--- config.mk ---
export PLATFORM = sky130hd
export DESIGN_NAME = card_number_luhn_classifier_core
export DESIGN_NICKNAME = d
export VERILOG_FILES = /design/src/sv/clc_pkg.sv /design/src/sv/card_number_luhn_classifier_core.sv /design/src/sv/clc_bcd_stage.sv /design/src/sv/clc_luhn_eval.sv
export SDC_FILE = /design/constraint.sdc
export NUM_CORES = 2
export LEC_CHECK = 0
export BUFFER_PORTS_ARGS = -buffer_cell sky130_fd_sc_hd__clkbuf_2
export CORE_MARGIN = 10
export CORE_UTILIZATION = 55
export CTS_CLUSTER_DIAMETER = 200
export CTS_CLUSTER_SIZE = 14
export DETAILED_ROUTE_END_ITERATION = 16
export GPL_TIMING_DRIVEN = 0
export PLACE_DENSITY = 0.72
export SETUP_SLACK_MARGIN = 0.05
export SYNTH_ARGS = -nofsm -noshare
export SYNTH_HDL_FRONTEND = slang
export SYNTH_SLANG_ARGS = --single-unit
--- constraint.sdc ---
create_clock -name clk -period 14.9 [get_ports clk]
set_input_delay 0.745 -clock clk [delete_from_list [all_inputs] [get_ports clk]]
set_output_delay 0.745 -clock clk [all_outputs]
set_load 0.01 [all_outputs]
--- src/sv/clc_pkg.sv ---
`timescale 1ns / 1ps

package clc_pkg;

  // Field widths
  localparam int CARD_W      = 54;
  localparam int COUNT_W     = 5;
  localparam int CLASS_W     = 2;

  // A 54-bit value has at most 17 decimal digits
  localparam int BCD_DIGITS  = 17;
  localparam int BCD_W       = 4 * BCD_DIGITS;

  // Shift-and-add-3 steps folded into each conversion stage
  localparam int STEPS_PER_STAGE = 6;
  localparam int BCD_STAGES      = CARD_W / STEPS_PER_STAGE;

  // Luhn partial sums: digits grouped five to a group
  localparam int GROUP_LEN   = 5;
  localparam int GROUPS      = (BCD_DIGITS + GROUP_LEN - 1) / GROUP_LEN;
  localparam int PSUM_W      = 6;
  localparam int SUM_W       = 8;

  // Length limits
  localparam int MAX_DIGITS  = 16;
  localparam int FIELD_LIMIT = 16;
  localparam int LEN_SHORT   = 13;
  localparam int LEN_MID     = 15;
  localparam int LEN_LONG    = 16;

  // Conversion to the luhn stage adds three more registers
  localparam int PIPE_LAT    = BCD_STAGES + 3;

  typedef enum logic [CLASS_W-1:0] {
    CLASS_NONE    = 2'd0,
    CLASS_PFX4    = 2'd1,
    CLASS_PFX5X   = 2'd2,
    CLASS_PFX3X   = 2'd3
  } card_class_t;

  typedef struct packed {
    logic [BCD_W-1:0]  bcd;
    logic [CARD_W-1:0] bin;
  } conv_t;

endpackage

--- src/sv/card_number_luhn_classifier_core.sv ---
`timescale 1ns / 1ps

// Card number Luhn classifier. Raise start for one cycle with a binary card
// number on card_number; busy is never raised, so a new request can be
// given every cycle. Each request yields one result, shown for one cycle
// with done high: card_class, checksum_ok and digit_count. The receiver
// cannot stall the result, so it must capture it in that cycle. The
// pipeline is nine binary-to-BCD stages (six shift-and-add-3 steps each,
// 54 bits in all) followed by three stages for digit count and Luhn
// partial sums, the total sum with the leading digits, and the mod-10
// test with the class. Results come out in request order; the block keeps
// no state between requests.
module card_number_luhn_classifier_core import clc_pkg::*; #(
  parameter int MAX_DIGITS = clc_pkg::MAX_DIGITS
) (
  input  logic               clk,
  input  logic               rst,
  input  logic               start,
  output logic               busy,
  input  logic [CARD_W-1:0]  card_number,
  output logic               done,
  output logic [CLASS_W-1:0] card_class,
  output logic               checksum_ok,
  output logic [COUNT_W-1:0] digit_count
);

  // Fully pipelined: never holds a request off
  assign busy = 1'b0;

  // Conversion chain; slot 0 is the request itself
  logic  conv_valid [BCD_STAGES+1];
  conv_t conv       [BCD_STAGES+1];

  assign conv_valid[0] = start & ~busy;
  assign conv[0]       = '{bcd: '0, bin: card_number};

  for (genvar g = 0; g < BCD_STAGES; g++) begin : g_bcd
    clc_bcd_stage #(
      .STEPS (STEPS_PER_STAGE)
    ) u_stage (
      .clk       (clk),
      .rst       (rst),
      .in_valid  (conv_valid[g]),
      .in_conv   (conv[g]),
      .out_valid (conv_valid[g+1]),
      .out_conv  (conv[g+1])
    );
  end

  // Digit analysis and classification
  card_class_t eval_class;

  clc_luhn_eval #(
    .MAX_DIGITS (MAX_DIGITS)
  ) u_eval (
    .clk       (clk),
    .rst       (rst),
    .in_valid  (conv_valid[BCD_STAGES]),
    .in_bcd    (conv[BCD_STAGES].bcd),
    .out_valid (done),
    .out_class (eval_class),
    .out_ok    (checksum_ok),
    .out_count (digit_count)
  );

  assign card_class = eval_class;

endmodule

--- src/sv/clc_bcd_stage.sv ---
`timescale 1ns / 1ps

// STEPS double-dabble steps, registered.
module clc_bcd_stage import clc_pkg::*; #(
  parameter int STEPS = STEPS_PER_STAGE
) (
  input  logic  clk,
  input  logic  rst,
  input  logic  in_valid,
  input  conv_t in_conv,
  output logic  out_valid,
  output conv_t out_conv
);

  conv_t work;
  conv_t conv_next;

  always_comb begin
    work = in_conv;
    for (int s = 0; s < STEPS; s++) begin
      for (int d = 0; d < BCD_DIGITS; d++) begin
        if (work.bcd[4*d +: 4] >= 4'd5) begin
          work.bcd[4*d +: 4] = work.bcd[4*d +: 4] + 4'd3;
        end
      end
      work = conv_t'({work.bcd, work.bin} << 1);
    end
    conv_next = work;
  end

  always_ff @(posedge clk) begin
    if (rst) begin
      out_valid <= 1'b0;
    end else begin
      out_valid <= in_valid;
    end
  end

  always_ff @(posedge clk) begin
    out_conv <= conv_next;
  end

endmodule

--- src/sv/clc_luhn_eval.sv ---
`timescale 1ns / 1ps

// Digit count, Luhn sum and classification over three registered stages.
module clc_luhn_eval import clc_pkg::*; #(
  parameter int MAX_DIGITS = clc_pkg::MAX_DIGITS
) (
  input  logic               clk,
  input  logic               rst,
  input  logic               in_valid,
  input  logic [BCD_W-1:0]   in_bcd,
  output logic               out_valid,
  output card_class_t        out_class,
  output logic               out_ok,
  output logic [COUNT_W-1:0] out_count
);

  // stage 1: count, partial sums
  logic                     s1_valid;
  logic [BCD_W-1:0]         s1_bcd;
  logic [COUNT_W-1:0]       s1_count;
  logic [GROUPS*PSUM_W-1:0] s1_psum;
  logic [COUNT_W-1:0]       count_next;
  logic [GROUPS*PSUM_W-1:0] psum_next;
  logic [3:0]               dig;
  logic [4:0]               dbl;
  logic [PSUM_W-1:0]        acc;

  always_comb begin
    count_next = '0;
    for (int i = 0; i < BCD_DIGITS; i++) begin
      if (in_bcd[4*i +: 4] != 4'd0) begin
        count_next = COUNT_W'(i + 1);
      end
    end
  end

  always_comb begin
    psum_next = '0;
    dig       = '0;
    dbl       = '0;
    acc       = '0;
    for (int g = 0; g < GROUPS; g++) begin
      acc = '0;
      for (int j = 0; j < GROUP_LEN; j++) begin
        if (g * GROUP_LEN + j < BCD_DIGITS) begin
          dig = in_bcd[4*(g*GROUP_LEN + j) +: 4];
          if (((g * GROUP_LEN + j) % 2) == 1) begin
            dbl = {dig, 1'b0};
            if (dbl >= 5'd10) begin
              dbl = dbl - 5'd9;
            end
          end else begin
            dbl = {1'b0, dig};
          end
          acc = acc + PSUM_W'(dbl);
        end
      end
      psum_next[g*PSUM_W +: PSUM_W] = acc;
    end
  end

  always_ff @(posedge clk) begin
    if (rst) begin
      s1_valid <= 1'b0;
    end else begin
      s1_valid <= in_valid;
    end
  end

  always_ff @(posedge clk) begin
    s1_bcd   <= in_bcd;
    s1_count <= count_next;
    s1_psum  <= psum_next;
  end

  // stage 2: total, leading digits
  logic               s2_valid;
  logic [COUNT_W-1:0] s2_count;
  logic [SUM_W-1:0]   s2_sum;
  logic [3:0]         s2_top;
  logic [3:0]         s2_second;
  logic [SUM_W-1:0]   sum_next;
  logic [3:0]         top_next;
  logic [3:0]         second_next;

  always_comb begin
    sum_next = '0;
    for (int g = 0; g < GROUPS; g++) begin
      sum_next = sum_next + SUM_W'(s1_psum[g*PSUM_W +: PSUM_W]);
    end
  end

  always_comb begin
    top_next    = '0;
    second_next = '0;
    for (int i = 0; i < BCD_DIGITS; i++) begin
      if (s1_count == COUNT_W'(i + 1)) begin
        top_next = s1_bcd[4*i +: 4];
      end
      if (s1_count == COUNT_W'(i + 2)) begin
        second_next = s1_bcd[4*i +: 4];
      end
    end
  end

  always_ff @(posedge clk) begin
    if (rst) begin
      s2_valid <= 1'b0;
    end else begin
      s2_valid <= s1_valid;
    end
  end

  always_ff @(posedge clk) begin
    s2_count  <= s1_count;
    s2_sum    <= sum_next;
    s2_top    <= top_next;
    s2_second <= second_next;
  end

  // stage 3: mod-10 test, class
  logic        ok_next;
  card_class_t class_next;
  logic        len_fits;

  always_comb begin
    ok_next = 1'b0;
    for (int k = 0; k < (1 << SUM_W) / 10; k++) begin
      if (s2_sum == SUM_W'(k * 10)) begin
        ok_next = 1'b1;
      end
    end
  end

  always_comb begin
    len_fits   = (s2_count <= COUNT_W'(MAX_DIGITS)) &&
                 (s2_count <= COUNT_W'(FIELD_LIMIT));
    class_next = CLASS_NONE;
    if (len_fits && ok_next) begin
      if (s2_count == COUNT_W'(LEN_SHORT) && s2_top == 4'd4) begin
        class_next = CLASS_PFX4;
      end else if (s2_count == COUNT_W'(LEN_LONG) && s2_top == 4'd4) begin
        class_next = CLASS_PFX4;
      end else if (s2_count == COUNT_W'(LEN_LONG) && s2_top == 4'd5 &&
                   s2_second >= 4'd1 && s2_second <= 4'd5) begin
        class_next = CLASS_PFX5X;
      end else if (s2_count == COUNT_W'(LEN_MID) && s2_top == 4'd3 &&
                   (s2_second == 4'd4 || s2_second == 4'd7)) begin
        class_next = CLASS_PFX3X;
      end
    end
  end

  always_ff @(posedge clk) begin
    if (rst) begin
      out_valid <= 1'b0;
    end else begin
      out_valid <= s2_valid;
    end
  end

  always_ff @(posedge clk) begin
    out_class <= class_next;
    out_ok    <= ok_next;
    out_count <= s2_count;
  end

endmodule

==> impl_metrics.json <==
{
  "grt_max_degree": 16,
  "critPathSlowestCell": "a211oi_1",
  "fmax_mhz": 159,
  "min_path_type": "input pin to register",
  "yosys.cell_types.count": 134,
  "worstMarginPinSlew_ns": 1.19,
  "netlist_instances": 8806,
  "slowest_delay_ns": 0.58,
  "crit_fanout": 10,
  "crit_required_ns": 15.48,
  "async_flop_share_pct": 0,
  "nets": 9504,
  "tns_ns": 0,
  "dp_hpwl_mm": 105,
  "gp_congestion": 0.892,
  "clkLatencyLatePin_ns": 0.68,
  "cts-root-buf": "clkbuf_16",
  "skew_ns": 0.0366,
  "start_util_pct": 55.5,
  "htree_num_levels": 2,
  "cts_resized": 0,
  "antenna_left": 0,
  "holdBufCountCts": 0,
  "syn-cell-area_mm2": 0.0677,
  "drcViolationCount": 0,
  "dr.pass1.iters": 6,
  "cts_tree": "yes",
  "worstSetupStartpointType": "register",
  "synth_commonest_cells": "a21oi_1, dfxtp_1, nor2_1",
  "drive_above_1_share_pct": 7.47,
  "antenna_found_initial": 0,
  "grt_pass1_vias": 56900,
  "synth_most_common_cell": "a21oi_1",
  "die_area_mm2": 0.138,
  "worst_slack_ns": 8.61,
  "clockBufferDepth": 3,
  "slew_viol_final": 0,
  "maxCapViolations": 0,
  "finalCritPeriodShare_pct": 42.2,
  "setup-violations-final": 0,
  "fp-row-count": 128,
  "cts_sinks": 702,
  "routed_wl_mm": 138,
  "diodes": 0,
  "yosysTopAreaCell": "dfxtp_1",
  "cts_buffers": 56,
  "ys_ff_latch": 702,
  "slew_headroom_pct": 20.8,
  "synth_area_leaders": "dfxtp_1, ha_1, a21oi_1",
  "yosysSeqAreaShare_pct": 20.8,
  "rsz0062_at_grt": "false",
  "period_needed_ns": 6.29,
  "setup.worst_path.class": "register to register",
  "ios": 67,
  "io_buffers": 65,
  "synth_edf_count": 0,
  "path_clk_slew_ns": 0.07,
  "post-place-ws_ns": 8.79,
  "status": "completed",
  "post_drt_wl_per_cell_um": 13.1,
  "overflow": 0,
  "synth_ff_type": "dfxtp_1",
  "endpoint_kind": "register",
  "die_h_um": 371,
  "synth_warnings": 0,
  "post_cts_buffers": 0,
  "via_per_inst": 5.97,
  "worstPathArrival_ns": 6.87,
  "syn_nets": 9381,
  "hold_viol_final": 0,
  "syn2layout_area_growth_pct": 5.64,
  "drtIter0Drc": 3540,
  "synth_top_area_share_pct": 20.8,
  "synth.avg_cell_area_um2": 7.69,
  "coreArea_mm2": 0.122,
  "grt_pass1_wl_mm": 244,
  "die_w_um": 371,
  "via_count": 63000,
  "grt_usage_pct": 19.1
}
==> stage by stage <==
stage / cell area (um2) / utilization (%) / hold WS [ns] / instances
floorplan: 67700 / - / 0.310 / 8806
finish: 71500 / 58.6 / 0.165 / 10600
CTS: 71500 / 58.6 / 0.111 / 10600
global placement: 70100 / 57.4 / 0.310 / 10500
global route: 71500 / 58.6 / 0.127 / 10600
detailed placement: 70100 / 57.4 / 0.312 / 10500
==> registers in the layout, indices dropped and copies added (netlist names) <==
name                     flops
u_eval.s2_valid              1
g_bcd.u_stage.out_valid      9
u_eval.out_count             5
u_eval.s2_count              5
u_eval.out_ok                1
u_eval.s1_valid              1
u_eval.s1_psum              24
u_eval.s2_top                4
u_eval.s2_second             4
u_eval.out_valid             1
u_eval.out_class             2
g_bcd.u_stage.out_conv     564
u_eval.s1_count              5
u_eval.s2_sum                8
u_eval.s1_bcd               68
==> cells in the final DEF, fill, tap and decap left out, types with 102 or more instances in the layout <==
| master | instances |
|---|---|
| a211oi_1 | 154 |
| xnor2_1 | 361 |
| mux2_2 | 181 |
| mux2i_1 | 259 |
| a21o_1 | 120 |
| clkbuf_1 | 142 |
| nor2_1 | 700 |
| nand3_1 | 190 |
| nor3b_1 | 102 |
| a31oi_1 | 205 |
| o211ai_1 | 159 |
| o22ai_1 | 104 |
| nand2b_1 | 198 |
| ha_1 | 473 |
| nand2_1 | 605 |
| o21ai_0 | 581 |
| nor3_1 | 194 |
| inv_1 | 660 |
| o21ai_1 | 115 |
| o21bai_1 | 105 |
| dfxtp_1 | 702 |
| a21oi_1 | 782 |
==> critical path: cells and delay by family, from the launching register on <==
| kind | cells | cell delay [ns] |
|---|---|---|
| AOI/OAI and AO/OA | 12 | 2.99 |
| DFF | 1 | 0.37 |
| and+or+nand+nor | 6 | 1.15 |
| adders and majority gates | 4 | 0.87 |
| buffers and inverters | 4 | 0.41 |
| muxes | 1 | 0.42 |
==> worst paths after layout <==
path | cells past startpoint | start | slack, ns | endpoint
worst max-delay path | 27 | g_bcd[7].u_stage.out_conv[90]$_DFF_P_ | 8.61 | g_bcd[8].u_stage.out_conv[94]$_DFF_P_
worst min-delay path | 1 | card_number[46] | 0.16 | g_bcd[0].u_stage.out_conv[52]$_DFF_P_
worst max register to register | 27 | g_bcd[7].u_stage.out_conv[90]$_DFF_P_ | 8.61 | g_bcd[8].u_stage.out_conv[94]$_DFF_P_
worst min register to register | 0 | g_bcd[3].u_stage.out_conv[31]$_DFF_P_ | 0.30 | g_bcd[4].u_stage.out_conv[37]$_DFF_P_
==> kinds of logic (layout without fill, tap and decap cells) <==
kind of cell,count (synthesis),in the layout,synth area share (%)
and+or+nand+nor,2520,2520,18.3
muxes,451,451,7.09
xor gates and xnor gates,480,480,6.59
other,1,1,0.00554
adders and majority gates,532,532,10.3
AOI/OAI and AO/OA,3275,3275,32.3
DFF,702,702,20.8
buffers and inverters,845,970,4.75
==> routing by layer <==
| layer | GRT usage, % | share of wire, % | up-vias | routed length, um |
|---|---|---|---|---|
| met5 | 0 | 0 | - | 0 |
| met4 | 3.75 | 1.4 | 0 | 1970 |
| met3 | 1.92 | 3.6 | 145 | 4980 |
| met2 | 33.5 | 46 | 1097 | 63600 |
| met1 | 25.2 | 49 | 28900 | 67800 |
| li1 | - | - | 32800 | - |
==> layout make-up <==
class,instances,area [um2]
sequential,702,14100
tap,1625,2030
inverter,679,2550
clock buffer,56,1400
buffer,166,664
multi-input combinational,7259,50500
fill,11000,50500
clock inverter,4,61.3
timing repair buffer,65,325
Power is not shown: default switching activity piles up to over one toggle a cycle in this logic, so the estimate is an artifact.
